===== src/nearest_palette_color_search_defines.svh =====
`ifndef NEAREST_PALETTE_COLOR_SEARCH_DEFINES_SVH
`define NEAREST_PALETTE_COLOR_SEARCH_DEFINES_SVH

// same-cycle implication, sampled on clk_i, off during reset
`define NPCS_ASSERT_NOW(label, ante, cons, msg) \
  label: assert property (@(posedge clk_i) disable iff (!rst_ni) (ante) |-> (cons)) \
    else $error(msg);

// next-cycle implication, sampled on clk_i, off during reset
`define NPCS_ASSERT_NEXT(label, ante, cons, msg) \
  label: assert property (@(posedge clk_i) disable iff (!rst_ni) (ante) |=> (cons)) \
    else $error(msg);

`endif


===== src/npcs_pkg.sv =====
`timescale 1ns / 1ps
`default_nettype none

package npcs_pkg;

  localparam int unsigned IdxW   = 8;
  localparam int unsigned ColorW = 24;
  localparam int unsigned ChanW  = 8;
  localparam int unsigned DistW  = 10;

  localparam logic CMD_WRITE = 1'b0;
  localparam logic CMD_MAP   = 1'b1;

  typedef struct packed {
    logic              vld;
    logic [IdxW-1:0]   idx;
    logic [ColorW-1:0] color;
  } npcs_rd_t;

  function automatic logic [ChanW-1:0] chan_diff(input logic [ChanW-1:0] a,
                                                 input logic [ChanW-1:0] b);
    return (a >= b) ? (a - b) : (b - a);
  endfunction

endpackage

`default_nettype wire


===== src/npcs_scan.sv =====
`timescale 1ns / 1ps
`default_nettype none

module npcs_scan import npcs_pkg::*; (
  input  logic              clk_i,
  input  logic [ColorW-1:0] pixel_i,
  input  npcs_rd_t          rd_i,
  output logic [IdxW-1:0]   best_index_o,
  output logic [ColorW-1:0] best_color_o
);

  logic [DistW-1:0]  cand_dist;
  logic              take;
  logic [DistW-1:0]  best_dist_q;
  logic [IdxW-1:0]   best_idx_q;
  logic [ColorW-1:0] best_color_q;

  always_comb begin
    cand_dist = DistW'(chan_diff(pixel_i[7:0],   rd_i.color[7:0]))
              + DistW'(chan_diff(pixel_i[15:8],  rd_i.color[15:8]))
              + DistW'(chan_diff(pixel_i[23:16], rd_i.color[23:16]));
    // entry zero always beats the starting bound
    take = rd_i.vld && ((rd_i.idx == '0) || (cand_dist < best_dist_q));
  end

  always_ff @(posedge clk_i) begin
    if (take) begin
      best_dist_q  <= cand_dist;
      best_idx_q   <= rd_i.idx;
      best_color_q <= rd_i.color;
    end
  end

  assign best_index_o = best_idx_q;
  assign best_color_o = best_color_q;

endmodule

`default_nettype wire

===== config.mk =====
export PLATFORM = sky130hd
export DESIGN_NAME = npcs_scan
export DESIGN_NICKNAME = d
export VERILOG_FILES = /design/src/nearest_palette_color_search_defines.svh /design/src/npcs_pkg.sv /design/src/npcs_scan.sv
export SDC_FILE = /design/constraint.sdc
export NUM_CORES = 1
export LEC_CHECK = 0
export BUFFER_PORTS_ARGS = -buffer_cell sky130_fd_sc_hd__buf_4
export CORE_MARGIN = 2
export CORE_UTILIZATION = 59
export DETAILED_ROUTE_END_ITERATION = 12
export PLACE_DENSITY = 0.85
export SETUP_SLACK_MARGIN = 0.1
export SLEW_MARGIN = 10
export SYNTH_ARGS = -nofsm -noshare
export SYNTH_HDL_FRONTEND = slang
export SYNTH_SLANG_ARGS = --single-unit
export TNS_END_PERCENT = 5

===== constraint.sdc =====
create_clock -name clk_i -period 10.35 [get_ports clk_i]
set_input_delay 1.5525 -clock clk_i [delete_from_list [all_inputs] [get_ports clk_i]]
set_output_delay 1.5525 -clock clk_i [all_outputs]
set_load 0.05 [all_outputs]

Word level (Yosys, flattened, before mapping)

Index checks and enable logic that the tools add are counted.

Register bits after elaboration: 42
Input bits: 58
Output and inout bits: 32
Logic and storage cells: 21

Add/subtract/negate cells: 8
Order comparisons: 4
Mux-type cells: 3
Reductions and logical operators: 3

Operators with widths:

| kind                              | number |
|---|---|
| subtractor 8 bit                  | 6 |
| greater-or-equal comparator 8 bit | 3 |
| two-way mux 8 bit                 | 3 |
| adder 9 x 8 -> 10 bit             | 1 |
| < comparator 10 bit               | 1 |
| adder 8 x 8 -> 9 bit              | 1 |
| logical NOT 8 bit                 | 1 |
| logical AND 1 bit                 | 1 |
| logical OR 1 bit                  | 1 |

Longest topological paths before layout

Gate-level depths: netlist (run 1).

Word-level depth: 7
Mapped depth: 26
Gate-level depth less buffers: 25

Worst setup path after synthesis (run 1)

No wires, ideal clock.

Path type: input -> register
From: input pixel_i[0]
To: register best_color_q[0] (netlist: best_color_o[0]) (enable)
Setup time: 0.652 ns
Arrival: 6.793 ns
Data required time: 9.698 ns
Path slack: 2.905 ns
Stages on the path: 24
Buffers on the path: 0
Cells stage by stage: inv_1 ha_1 inv_1 fa_1 nand3_1 and2_1 a21oi_2 a211oi_4 mux2_2 fa_1 ha_1 fa_1 a21o_1 a21oi_1 o21bai_1 a21oi_1 xnor2_1 ha_1 a21oi_1 nor2b_1 o21ai_0 and3b_1 o211ai_1 nand3_1

Cells in the longest elaborated chain, start to end: 7
Elaborated cells between the ends (all ways): 9
Those cells by class: add/sub: 4; order compare: 2; mux: 1; reduce/logical: 2

RTL lines:

| element                                                               | line            | source |
|---|---|---|
| start: declaration                                                    | npcs_scan.sv:6  | `input logic [ColorW-1:0] pixel_i,` |
| subtractor 8 bit or greater-or-equal comparator 8 bit (tied branches) | npcs_pkg.sv:22  | `return (a >= b) ? (a - b) : (b - a);` |
| two-way mux 8 bit *                                                   | npcs_pkg.sv:22  |  |
| adder 8 x 8 -> 9 bit *                                                | npcs_scan.sv:20 | `+ DistW'(chan_diff(pixel_i[15:8], rd_i.color[15:8]))` |
| adder 9 x 8 -> 10 bit *                                               | npcs_scan.sv:21 | `+ DistW'(chan_diff(pixel_i[23:16], rd_i.color[23:16]));` |
| named net cand_dist[7]                                                | npcs_scan.sv:12 | `logic [DistW-1:0] cand_dist;` |
| < comparator 10 bit *                                                 | npcs_scan.sv:23 | `take = rd_i.vld && ((rd_i.idx == '0) \|\| (cand_dist < best_dist_q));` |
| logical OR 1 bit *                                                    | npcs_scan.sv:23 |  |
| logical AND 1 bit *                                                   | npcs_scan.sv:23 |  |
| named net take                                                        | npcs_scan.sv:13 | `logic take;` |
| end signal: assignment                                                | npcs_scan.sv:30 | `best_color_q <= rd_i.color;` |
| end: declaration                                                      | npcs_scan.sv:16 | `logic [ColorW-1:0] best_color_q;` |

Mark *: on every way through the listed nets, which the timed path passes. The rest lies on a longest branch.
A chain may end at the register's enable or synchronous reset.

Worst setup path in the final report (run 1)

From: input pixel_i[8]
To: register best_color_q[20] (netlist: best_color_o[20]) (enable)

The elaborated chain is that of the path after synthesis.

==> results.txt, run 1 <==
----------------------------------------------------
[Routing]
  Mean routed wirelength per cell ... 14.5 um
  Aggregate routed wire length ... 7840 um
  Via count normalized by instance count ... 5.45
  Highest routing layer actually used ... met4
  Number of nets still failing antenna checks after routing ... 0
  Wire length on met1 ... 3130 um
  Remaining DRCs ... 0
  Routed vias ... 2950
  Total length of routed met2 wires ... 4160 um
  First-iteration detailed-routing DRC count ... 111
  First-pass iteration count of the detailed router ... 4
  Detail Route met3 WL ... 417 um

[Yosys]
  Sequential area share after synthesis ... 0.329
  Warning count from the yosys run ... 0
  Syn Area/Cell ... 10.2 um^2
  Synthesized netlist cell count ... 375
  Count of distinct cell types in the synthesized netlist ... 36
  Post-synthesis net count ... 509
  Cell taking the most area after synthesis ... sky130_fd_sc_hd__edfxtp_1
  Cell types with the largest area share after synthesis ... sky130_fd_sc_hd__edfxtp_1, sky130_fd_sc_hd__ha_1, sky130_fd_sc_hd__fa_1
  Synth Cell Area ... 3830 um^2
  Area share of the largest cell type after synthesis ... 0.329
  Register bit total from synthesis ... 42

[Final layout]
  Share of post-route cells with drive strength above 1 ... 0.226
  Most common library cell in the layout ignoring fill and taps ... sky130_fd_sc_hd__buf_4
  Count of antenna diodes in the layout ... 0
  Leading cell types in the layout, fill and taps excluded ... sky130_fd_sc_hd__buf_4, sky130_fd_sc_hd__inv_1, sky130_fd_sc_hd__ha_1, sky130_fd_sc_hd__edfxtp_1, sky130_fd_sc_hd__a21oi_1
  Final #Nets ... 598
  Final core utilization ... 0.734
  Design Area, Final ... 4630 um^2
  Synth-to-layout area growth ... 21.0%

[STA]
  Unrepaired setup endpoints after global routing ... no
  Setup violators final ... 0
  Worst slew margin relative to its limit ... 0.246
  Total count of hold-check failures in the final report ... 0
  Final max-slew violation count ... 0
  Upper clock frequency limit ... 130 MHz
  Slew at the pin closest to its max-slew limit ... 1130 ps
  Final-layout setup total negative slack ... 0 ps
  Period utilisation layout ... 0.743
  Min Tclk post-route ... 7690 ps
  Skew final ... 7.74 ps

[CTS]
  Cell at the root of the clock tree ... sky130_fd_sc_hd__clkbuf_8
  Clock buffers created by TritonCTS ... 5
  Clock latency reported for the late side of the worst-skew pair ... 290 ps
  Deepest level of the CTS H-tree ... 2
  Sinks on Clock Net ... 42
  Setup repair bufs after CTS ... 0
  Gates resized, CTS repair ... 0
  Clock-pin slew reported for the worst setup and hold paths after clock tree synthesis ... 80 ps
  Clock tree from TritonCTS ... done
  Maximum buffer depth of the clock tree ... 2
  CTS Hold Buffers Added ... 0

[Global route]
  GRT overflow ... 0
  Largest net degree at the start of global routing ... 43
  Antenna violations before repair ... 0
  Via count of the first global-routing pass ... 3039
  First-pass GRT wire length ... 13200 um
  Global router's overall resource usage ... 0.225

[Pwr]
  Flop pwr share ... 0.278
  Worst VDD drop ... 0.000531 V
  Power per unit of standard cell area ... 345 nW/um^2
  Power share of the combinational group ... 0.658
  Switching Power ... 0.804 mW
  Internal ... 0.796 mW
  Power share of the clock group ... 0.064
  Switching portion of total power ... 0.502
  Leakage component of the power ... 2.35 nW

[Placed design]
  Count of buffers inserted at the top-level ports ... 89
  Placed inst area ... 4560 um^2
  Detail Placement HPWL ... 6400 um
  Gpl congestion ... 0.888

[Floorplan]
  Total Die Area ... 7150 um^2
  Initial standard-cell utilization of the core ... 0.607
  Row Count ... 29
  Core ar. ... 6310 um^2
  I/O pin total ... 90
  Die Height ... 84.6 um
  Die width ... 84.6 um

[Min path]
  Class of the most critical hold timing path ... in2reg

[Worst setup path]
  Crit Path Max Fanout ... 42
  Signal arrival time at the worst endpoint ... 7380 ps
  Sort of element at the end of the critical path ... register
  Required time of the critical path ... 10040 ps
  Worst setup path class ... in2reg
  Max incr delay on CP ... 890 ps
  Slowest cell on the critical path ... sky130_fd_sc_hd__nand3_2
  Register-to-register setup slack ... 7570 ps
  CP Launch Type ... primary input

[Run]
  Count of max-cap constraint violations ... 0

[Outcome]
  Status ... finished clean

----------------------------------------------------
## cells by family after synthesis
| family | after synthesis | share of synthesized area |
|---|---|---|
| buf+inv | 85 | 0.0879 |
| compound gates | 81 | 0.135 |
| fa+ha+maj | 76 | 0.278 |
| simple gates | 46 | 0.0598 |
| flops | 42 | 0.329 |
| xor+xnor | 24 | 0.0549 |
| mux | 21 | 0.0559 |
## per-layer routing
layer | global-route usage | vias up
met5 | 0 | -
met4 | 0.0635 | 0
met3 | 0.0423 | 12
met2 | 0.413 | 87
met1 | 0.268 | 1403
li1 | - | 1448
## sequential cells by signal, indices dropped and copies added, names as in the netlist
signal / count
best_dist_q: 10
best_index_o: 8
best_color_o: 24
## power groups by stage
stage	Clock, mW	Combinational [mW]	Sequential (mW)
after detailed placement	0	1.05	0.451
after CTS	0.107	1.06	0.447
after global placement	0	1.00	0.445
after floorplan	0	0.523	0.691
final	0.102	1.05	0.446
after global routing	0.112	1.15	0.457
## cells in the mapped netlist (all sizes together)
library cell  instances
inv                  78
ha                   61
edfxtp               42
a21oi                39
mux2i                18
nand2                16
fa                   15
xnor2                15
o21ai                14
a21o                 13
xor2                  9
nand3                 6
nor2                  6
a211oi                4
buf                   4
nand4                 4
o21bai                4
clkbuf                3
mux2                  3
nor3                  3
a221oi                2
a31oi                 2
and2                  2
and3                  2
nor2b                 2
a221o                 1
and3b                 1
and4                  1
nand2b                1
nand4b                1
nor4                  1
o211ai                1
o41ai                 1
## metrics by stage
step	setup WS (ps)	instances	power, mW	hold slack, ps
final	2660	541	1.60	1440
after global routing	2270	541	1.72	1430
after CTS	2720	541	1.61	1440
after detailed placement	2440	534	1.50	1740
after global placement	2710	534	1.44	1700
after floorplan	2910	375	1.21	1650
## final timing paths
kind                                 start                    endpoint  cells after the start
setup reg to reg  best_dist_q[7]$_DFFE_PP_  best_color_o[20]$_DFFE_PP_                      8
hold reg to reg   best_dist_q[5]$_DFFE_PP_    best_dist_q[9]$_DFFE_PP_                      5
hold / removal                    rd_i[15]  best_color_o[15]$_DFFE_PP_                      1
setup / recovery                pixel_i[8]  best_color_o[20]$_DFFE_PP_                     25
## final cells by class
type	count	area (um^2)
Multi-Input combinational cell	248	2240
Fill cell	493	1680
Sequential cell	42	1260
Timing Repair Buffer	89	668
Inverter	78	293
Tap cell	77	96.3
Clock buffer	5	68.8
Clock inverter	2	10.0
## critical path, delay by kind of cell
kind                     cells  cell delay [ps]
multiplexers                 1              430
AND/OR/NAND/NOR              5             1470
buffers and inverters        3              240
XOR/XNOR                     1              130
AO/OA/AOI/OAI                9             1530
adder cells (fa/ha/maj)      6             1980
Power figures use the tool's default switching activity.
==> run 2: changes to the inputs <==
--- a/config.mk
+++ b/config.mk
@@ -5,11 +5,12 @@
 export SDC_FILE = /design/constraint.sdc
 export NUM_CORES = 1
 export LEC_CHECK = 0
+export ABC_AREA = 1
 export BUFFER_PORTS_ARGS = -buffer_cell sky130_fd_sc_hd__buf_4
 export CORE_MARGIN = 2
-export CORE_UTILIZATION = 59
+export CORE_UTILIZATION = 57
 export DETAILED_ROUTE_END_ITERATION = 12
-export PLACE_DENSITY = 0.85
+export PLACE_DENSITY = 0.81
 export SETUP_SLACK_MARGIN = 0.1
 export SLEW_MARGIN = 10
 export SYNTH_ARGS = -nofsm -noshare
==> constraint.sdc (replaced) <==
create_clock -name clk_i -period 7.9 [get_ports clk_i]
set_input_delay 1.185 -clock clk_i [delete_from_list [all_inputs] [get_ports clk_i]]
set_output_delay 1.185 -clock clk_i [all_outputs]
set_load 0.05 [all_outputs]
==> run 2 against run 1 <==
  * Non-clock buffer count grew 1
  * Synthesized cell count increased by 55%
  * Sequential share of layout area shrank 3.4 points
  * Highest routed layer unchanged
  * Largest power group unchanged
==> results.txt, run 2 <==
----------------------------------------------------
[Placed design]
  Gpl congestion ... 0.873
  Count of buffers inserted at the top-level ports ... 89
  Placed cell count ... 765
  Detail Placement HPWL ... 7910 um
  Post-Place Worst Slack ... 1680 ps

[Yosys]
  Most used DFF post-synth ... sky130_fd_sc_hd__edfxtp_1
  Post-synthesis net count ... 717
  Sequential area share after synthesis ... 0.281
  Syn Area/Cell ... 7.69 um^2
  Count of distinct cell types in the synthesized netlist ... 30
  Register bit total from synthesis ... 42
  Compound-cell area share of the yosys netlist ... 0.0566
  Synthesized netlist cell count ... 583
  Share of synthesized cell area in full adder, half adder and majority cells ... 0.237
  Fraction of synthesis flops using an asynchronous set or reset pin ... 0
  Warning count from the yosys run ... 0
  Leading post-synthesis cells by instance count ... sky130_fd_sc_hd__nand2_1, sky130_fd_sc_hd__inv_1, sky130_fd_sc_hd__ha_1
  Dominant combinational cell family by area after synthesis ... simple AND/OR/NAND/NOR gates
  Cell taking the most area after synthesis ... sky130_fd_sc_hd__edfxtp_1
  Area share of the largest cell type after synthesis ... 0.281
  Most used standard cell by instance count after synthesis ... sky130_fd_sc_hd__nand2_1
  Number of synthesized flops with an enable pin ... 42
  Cell types with the largest area share after synthesis ... sky130_fd_sc_hd__edfxtp_1, sky130_fd_sc_hd__ha_1, sky130_fd_sc_hd__nand2_1
  Mux share of post-synthesis cell area ... 0
  Synthesized-area fraction occupied by and/or/nand/nor cells ... 0.246
  Area share of xor/xnor cells in the synthesized design ... 0.0430
  Synth Cell Area ... 4480 um^2

[Pwr]
  Power share of the combinational group ... 0.675
  Leakage component of the power ... 2.95 nW
  Flop pwr share ... 0.249
  Overall power ... 1.98 mW
  Internal ... 0.956 mW
  Power share of the clock group ... 0.076
  Power per unit of standard cell area ... 373 nW/um^2
  Switching portion of total power ... 0.517
  Switching Power ... 1.02 mW
  Worst VDD drop ... 0.000226 V

[Final layout]
  Max FFs per register ... 24
  Synth-to-layout area growth ... 18.2%
  Share of post-route cells with drive strength above 1 ... 0.183
  Final #Nets ... 804
  Fill cell total of the finished layout ... 662
  Count of antenna diodes in the layout ... 0
  Leading cell types in the layout, fill and taps excluded ... sky130_fd_sc_hd__nand2_1, sky130_fd_sc_hd__inv_1, sky130_fd_sc_hd__buf_4, sky130_fd_sc_hd__ha_1, sky130_fd_sc_hd__nand3_1
  Final standard cell count with taps included and fillers excluded ... 773
  Most common library cell in the layout ignoring fill and taps ... sky130_fd_sc_hd__nand2_1

[Min path]
  Min-Delay Path Depth ... 6
  Startpoint of the lowest-slack hold path ... best_dist_q[0]$_DFFE_PP_
  Class of the most critical hold timing path ... reg2reg
  Min-Delay Endpoint ... best_index_o[6]$_DFFE_PP_

[STA]
  Setup violators final ... 0
  Skew final ... 7.03 ps
  Unrepaired setup endpoints after global routing ... no
  Final-layout setup total negative slack ... 0 ps
  Upper clock frequency limit ... 167 MHz
  Min Tclk post-route ... 5970 ps
  Min setup slack post-route ... 1930 ps
  Final max-slew violation count ... 0
  Worst hold slack across all endpoints ... 1040 ps
  Period utilisation layout ... 0.756
  Total count of hold-check failures in the final report ... 0
  Worst slew margin relative to its limit ... 0.684
  Slew at the pin closest to its max-slew limit ... 474 ps

[Global route]
  Global router's overall resource usage ... 0.232
  Via count of the first global-routing pass ... 3761
  Largest net degree at the start of global routing ... 35
  First-pass GRT wire length ... 16200 um
  GRT overflow ... 0
  Antenna violations before repair ... 0

[Floorplan]
  Row Count ... 32
  Die Height ... 92.7 um
  Initial standard-cell utilization of the core ... 0.583
  Total Die Area ... 8590 um^2
  I/O pin total ... 90
  Die width ... 92.7 um
  Core ar. ... 7690 um^2

[CTS]
  Setup repair bufs after CTS ... 0
  Deepest level of the CTS H-tree ... 2
  Clock latency reported for the late side of the worst-skew pair ... 310 ps
  Cell at the root of the clock tree ... sky130_fd_sc_hd__clkbuf_8
  Clock buffers created by TritonCTS ... 5
  Maximum buffer depth of the clock tree ... 2
  Gates resized, CTS repair ... 0
  Sinks on Clock Net ... 42
  Clock-pin slew reported for the worst setup and hold paths after clock tree synthesis ... 90 ps
  CTS Hold Buffers Added ... 0
  Clock tree from TritonCTS ... done

[Run]
  Count of max-cap constraint violations ... 0

[Worst setup path]
  Worst setup path class ... in2reg
  Start of the worst register-to-register path ... best_dist_q[5]$_DFFE_PP_
  CP Launch Type ... primary input
  Endpoint of the most critical register-to-register path ... best_color_o[17]$_DFFE_PP_
  Crit Path Max Fanout ... 34
  Sort of element at the end of the critical path ... register
  Signal arrival time at the worst endpoint ... 5930 ps
  Required time of the critical path ... 7850 ps
  Register-to-register setup slack ... 5580 ps
  Number of cells traversed by the worst register-to-register path ... 8

[Routing]
  Routed vias ... 3876
  Aggregate routed wire length ... 9540 um
  Remaining DRCs ... 0
  Number of nets still failing antenna checks after routing ... 0
  First-iteration detailed-routing DRC count ... 179
  Mean routed wirelength per cell ... 12.3 um
  First-pass iteration count of the detailed router ... 5
  Via count normalized by instance count ... 5.01

[Outcome]
  Status ... finished clean

----------------------------------------------------
## run 2: cell types whose count changed after synthesis, sizes merged, moves of 6 or more
| cell | before | now |
|---|---|---|
| xor2 | 9 | 16 |
| nand2 | 16 | 155 |
| inv | 78 | 139 |
| a21oi | 39 | 23 |
| nand3 | 6 | 58 |
| mux2i | 18 | 0 |
| a21o | 13 | 2 |
| nor2 | 6 | 24 |
| buf | 4 | 10 |
| xnor2 | 15 | 6 |
## run 2: cell families after synthesis
family	count (synthesis)
xor gates and xnor gates	22
and+or+nand+nor	248
AOI/OAI and AO/OA	46
buffers and inverters	149
DFF	42
adders and majority gates	76
## run 2: worst max-delay path by stage
stage / cells after the start / slack [ps] / to / start
after CTS: 27 / 1980 / best_color_o[20]$_DFFE_PP_ / pixel_i[0]
after global placement: 27 / 1810 / best_color_o[16]$_DFFE_PP_ / pixel_i[16]
final: 27 / 1930 / best_color_o[17]$_DFFE_PP_ / pixel_i[0]
after floorplan: 24 / 920 / best_color_o[0]$_DFFE_PP_ / pixel_i[0]
after global routing: 27 / 1480 / best_color_o[19]$_DFFE_PP_ / pixel_i[0]
after detailed placement: 26 / 1680 / best_color_o[20]$_DFFE_PP_ / pixel_i[0]
## run 2: per-layer routing
metal	wire, um	GRT usage	vias up
li1	-	-	1987
met1	4180	0.295	1765
met2	4760	0.405	105
met3	408	0.0325	19
met4	189	0.0784	0
met5	0	0	-
## run 2: critical path: stages
cell and delay [ps]:
sky130_fd_sc_hd__buf_4 110, sky130_fd_sc_hd__inv_1 50, sky130_fd_sc_hd__ha_1 140, sky130_fd_sc_hd__inv_1 60
sky130_fd_sc_hd__fa_1 400, sky130_fd_sc_hd__nand2_2 90, sky130_fd_sc_hd__nand3_2 80, sky130_fd_sc_hd__nand3_1 90
sky130_fd_sc_hd__nand3_2 200, sky130_fd_sc_hd__inv_1 180, sky130_fd_sc_hd__nand2_1 70, sky130_fd_sc_hd__nand2_1 100
sky130_fd_sc_hd__fa_1 400, sky130_fd_sc_hd__ha_1 230, sky130_fd_sc_hd__fa_1 430, sky130_fd_sc_hd__nand3_1 100
sky130_fd_sc_hd__nand2_1 80, sky130_fd_sc_hd__a21oi_1 200, sky130_fd_sc_hd__nor2_1 70, sky130_fd_sc_hd__nor2_1 80
sky130_fd_sc_hd__nor2_1 60, sky130_fd_sc_hd__ha_1 280, sky130_fd_sc_hd__a21oi_1 150, sky130_fd_sc_hd__o21a_1 130
sky130_fd_sc_hd__nand3_1 110, sky130_fd_sc_hd__a21boi_4 310, sky130_fd_sc_hd__buf_4 490
## run 2: area by class of cell
class	instances	area [um^2]	area share
Clock buffer	5	68.8	0.0130
Inverter	139	522	0.0984
Clock inverter	3	23.8	0.00448
Multi-Input combinational cell	392	2620	0.495
Sequential cell	42	1260	0.238
Tap cell	102	128	0.0241
Timing Repair Buffer	90	676	0.127
## run 2: stage by stage
| step | cell area, um^2 | utilization |
|---|---|---|
| 3_3_place_gp | 5210 | 0.678 |
| 4_1_cts | 5300 | 0.690 |
| 5_1_grt | 5300 | 0.690 |
| 2_1_floorplan | 4480 | - |
| 6_report | 5300 | 0.690 |
| 3_5_place_dp | 5210 | 0.678 |
## run 2: power by group through the flow
| stage | Combinational, mW | Clock (mW) | Sequential (mW) |
|---|---|---|---|
| after floorplan | 0.650 | 0 | 0.825 |
| final | 1.34 | 0.151 | 0.492 |
| after global routing | 1.48 | 0.159 | 0.505 |
| after global placement | 1.29 | 0 | 0.493 |
| after CTS | 1.33 | 0.156 | 0.494 |
| after detailed placement | 1.33 | 0 | 0.497 |
==> run 3: changes to the inputs <==
--- a/config.mk
+++ b/config.mk
@@ -5,12 +5,12 @@
 export SDC_FILE = /design/constraint.sdc
 export NUM_CORES = 1
 export LEC_CHECK = 0
-export ABC_AREA = 1
+export ABC_AREA = 0
 export BUFFER_PORTS_ARGS = -buffer_cell sky130_fd_sc_hd__buf_4
 export CORE_MARGIN = 2
-export CORE_UTILIZATION = 57
+export CORE_UTILIZATION = 55
 export DETAILED_ROUTE_END_ITERATION = 12
-export PLACE_DENSITY = 0.81
+export PLACE_DENSITY = 0.8
 export SETUP_SLACK_MARGIN = 0.1
 export SLEW_MARGIN = 10
 export SYNTH_ARGS = -nofsm -noshare
==> constraint.sdc (replaced) <==
create_clock -name clk_i -period 6.2 [get_ports clk_i]
set_input_delay 0.93 -clock clk_i [delete_from_list [all_inputs] [get_ports clk_i]]
set_output_delay 0.93 -clock clk_i [all_outputs]
set_load 0.05 [all_outputs]
==> run 3 against run 2 <==
  * Clock skew grew 4.0 ps
  * Flip-flop and latch count unchanged
  * Critical endpoint is now best_index_o[1]$_DFFE_PP_
  * Critical path depth fell by 1
  * Count of clock-buffer cells in the layout is the same
  * Utilization up 4.6 points
  * Global-route usage shrank 1.0 points
  * Worst setup slack worse by 1600 ps
  * Wire length is 10% lower
  * Register-to-register slack worse by 1400 ps
  * Sequential share of layout area rose by 1.6 points
  * Sequential power is 45% higher
==> results.txt, run 3 (same netlist as run 1, synthesis figures left out) <==
----------------------------------------------------
[Placed design]
  Count of buffers inserted at the top-level ports ... 89
  Gpl congestion ... 0.884
  Placed inst area ... 4710 um^2
  Detail Placement HPWL ... 6600 um
  Placed cell count ... 551

[Floorplan]
  Die width ... 87.4 um
  I/O pin total ... 90
  Die Height ... 87.4 um
  Core ar. ... 6760 um^2
  Initial standard-cell utilization of the core ... 0.567
  Total Die Area ... 7650 um^2
  Row Count ... 30

[Global route]
  Antenna violations before repair ... 0
  Largest net degree at the start of global routing ... 17
  Via count of the first global-routing pass ... 3034
  First-pass GRT wire length ... 13300 um
  GRT overflow ... 0
  Global router's overall resource usage ... 0.221

[CTS]
  Clock tree from TritonCTS ... done
  Sinks on Clock Net ... 42
  CTS Hold Buffers Added ... 0
  Deepest level of the CTS H-tree ... 2
  Clock buffers created by TritonCTS ... 5
  Clock-pin slew reported for the worst setup and hold paths after clock tree synthesis ... 90 ps
  Cell at the root of the clock tree ... sky130_fd_sc_hd__clkbuf_8
  Clock latency reported for the late side of the worst-skew pair ... 310 ps
  Maximum buffer depth of the clock tree ... 2

[Pwr]
  Switching portion of total power ... 0.460
  Power per unit of standard cell area ... 660 nW/um^2
  Leakage component of the power ... 2.50 nW
  Power share of the combinational group ... 0.700
  Power share of the clock group ... 0.082
  Overall power ... 3.28 mW
  Switching Power ... 1.51 mW
  Flop pwr share ... 0.218
  Internal ... 1.77 mW
  Worst VDD drop ... 0.000380 V

[Routing]
  Via count normalized by instance count ... 5.31
  Remaining DRCs ... 0
  First-pass iteration count of the detailed router ... 4
  Aggregate routed wire length ... 8560 um
  First-iteration detailed-routing DRC count ... 172
  Routed vias ... 2992
  Mean routed wirelength per cell ... 15.2 um
  Number of nets still failing antenna checks after routing ... 0

[Worst setup path]
  Worst setup path class ... in2reg
  Register-to-register setup slack ... 4190 ps
  CP Launch Type ... primary input
  Start of the worst register-to-register path ... best_dist_q[7]$_DFFE_PP_
  Signal arrival time at the worst endpoint ... 5910 ps
  Number of cells traversed by the worst register-to-register path ... 9
  Required time of the critical path ... 6230 ps
  Sort of element at the end of the critical path ... register
  Timing startpoint of the critical path ... pixel_i[16]
  Crit Path Max Fanout ... 8
  Endpoint of the most critical register-to-register path ... best_index_o[1]$_DFFE_PP_

[Final layout]
  Final #Nets ... 616
  Max FFs per register ... 24
  Share of post-route cells with drive strength above 1 ... 0.280
  Count of antenna diodes in the layout ... 0
  Most common library cell in the layout ignoring fill and taps ... sky130_fd_sc_hd__buf_4
  Synth-to-layout area growth ... 29.8%
  Leading cell types in the layout, fill and taps excluded ... sky130_fd_sc_hd__buf_4, sky130_fd_sc_hd__inv_1, sky130_fd_sc_hd__ha_1, sky130_fd_sc_hd__edfxtp_1, sky130_fd_sc_hd__a21oi_1
  Final standard cell count with taps included and fillers excluded ... 563
  Fill cell total of the finished layout ... 500
  Design Area, Final ... 4970 um^2

[STA]
  Min Tclk post-route ... 5870 ps
  Slew at the pin closest to its max-slew limit ... 351 ps
  Worst slew margin relative to its limit ... 0.763
  Skew final ... 11.0 ps
  Period utilisation layout ... 0.947
  Setup violators final ... 0
  Upper clock frequency limit ... 170 MHz
  Total count of hold-check failures in the final report ... 0
  Final max-slew violation count ... 0

[Min path]
  Startpoint of the lowest-slack hold path ... rd_i[23]
  Min-Delay Endpoint ... best_color_o[23]$_DFFE_PP_
  Class of the most critical hold timing path ... in2reg
  Min-Delay Path Depth ... 1

[Outcome]
  Status ... finished clean

[Run]
  Count of max-cap constraint violations ... 0

----------------------------------------------------
## run 3: changes by cell type in the layout (fill, tap and decap cells not counted), moves of 7 or more
cell                      previous run  this run
sky130_fd_sc_hd__nand3_1            50         5
sky130_fd_sc_hd__nand2_2             7         0
sky130_fd_sc_hd__xor2_1             16         9
sky130_fd_sc_hd__o21ai_1            12         2
sky130_fd_sc_hd__nand3_2             8         0
sky130_fd_sc_hd__a21oi_1            22        33
sky130_fd_sc_hd__mux2i_1             0        16
sky130_fd_sc_hd__nand2_1           148        16
sky130_fd_sc_hd__a21o_1              2        13
sky130_fd_sc_hd__buf_4              90       102
sky130_fd_sc_hd__nor2_1             21         6
sky130_fd_sc_hd__o21ai_0             3        12
sky130_fd_sc_hd__xnor2_1             6        13
sky130_fd_sc_hd__inv_1             139        78
## run 3: how the worst max path moves through the flow
stage,to,cells after the start,slack (ps)
3_3_place_gp,best_color_o[13]$_DFFE_PP_,26,40
3_5_place_dp,best_color_o[13]$_DFFE_PP_,26,-110
4_1_cts,best_color_o[15]$_DFFE_PP_,26,230
6_report,best_index_o[1]$_DFFE_PP_,26,330
2_1_floorplan,best_color_o[0]$_DFFE_PP_,24,140
5_1_grt,best_index_o[6]$_DFFE_PP_,28,-2
## run 3: what timing repair did
| item | 4_1_cts | 5_1_grt |
|---|---|---|
| gates resized for setup | 0 | 16 |
| setup endpoints to repair | 0 | 42 |
| buffers inserted | 0 | 3 |
## run 3: routing by layer
layer,vias up,GRT usage,routed length (um)
met5,-,0,0
met3,13,0.0360,379
met4,0,0.0531,141
li1,1483,-,-
met1,1403,0.282,3520
met2,93,0.390,4530
## run 3: cell type report
type	count	area, um^2	area share
well taps	80	100	0.0201
flip-flops and latches	42	1260	0.254
multi-input cells	248	2320	0.466
clock inverters	3	68.8	0.0138
clock buffers	5	68.8	0.0138
repair buffers	107	862	0.173
inverters	78	293	0.0589
## run 3: power groups by stage
| stage | Sequential, mW | Clock (mW) | Combinational (mW) |
|---|---|---|---|
| floorplan | 1.13 | 0 | 0.900 |
| global placement | 0.717 | 0 | 2.02 |
| detailed placement | 0.720 | 0 | 2.08 |
| CTS | 0.715 | 0.276 | 2.10 |
| global route | 0.727 | 0.285 | 2.47 |
| finish | 0.714 | 0.271 | 2.30 |
## run 3: stage by stage
stage               TNS [ps]  hold WS (ps)  setup slack (ps)   util
detailed placement     -3820          1120              -105  0.697
finish                     0           803               326  0.736
CTS                        0           799               231  0.717
floorplan                  0          1030               136      -
global placement           0          1100              42.7  0.697
global route           -10.4           797             -1.59  0.736
## run 3: critical path, cell delays in order
cell	delay (ps)
sky130_fd_sc_hd__buf_4	110
sky130_fd_sc_hd__inv_1	50
sky130_fd_sc_hd__ha_1	130
sky130_fd_sc_hd__inv_1	60
sky130_fd_sc_hd__fa_2	350
sky130_fd_sc_hd__a21o_1	170
sky130_fd_sc_hd__a21oi_2	150
sky130_fd_sc_hd__nand3_1	100
sky130_fd_sc_hd__a221o_1	400
sky130_fd_sc_hd__mux2_2	320
sky130_fd_sc_hd__fa_1	440
sky130_fd_sc_hd__ha_1	250
sky130_fd_sc_hd__fa_2	360
sky130_fd_sc_hd__a21o_1	170
sky130_fd_sc_hd__a21oi_2	140
sky130_fd_sc_hd__o21bai_1	120
sky130_fd_sc_hd__a21oi_2	200
sky130_fd_sc_hd__xnor2_2	90
sky130_fd_sc_hd__ha_1	330
sky130_fd_sc_hd__a21oi_1	150
sky130_fd_sc_hd__nor2b_1	60
sky130_fd_sc_hd__o21ai_1	130
sky130_fd_sc_hd__and3b_1	200
sky130_fd_sc_hd__o211ai_1	140
sky130_fd_sc_hd__nand3_4	200
sky130_fd_sc_hd__clkbuf_16	180
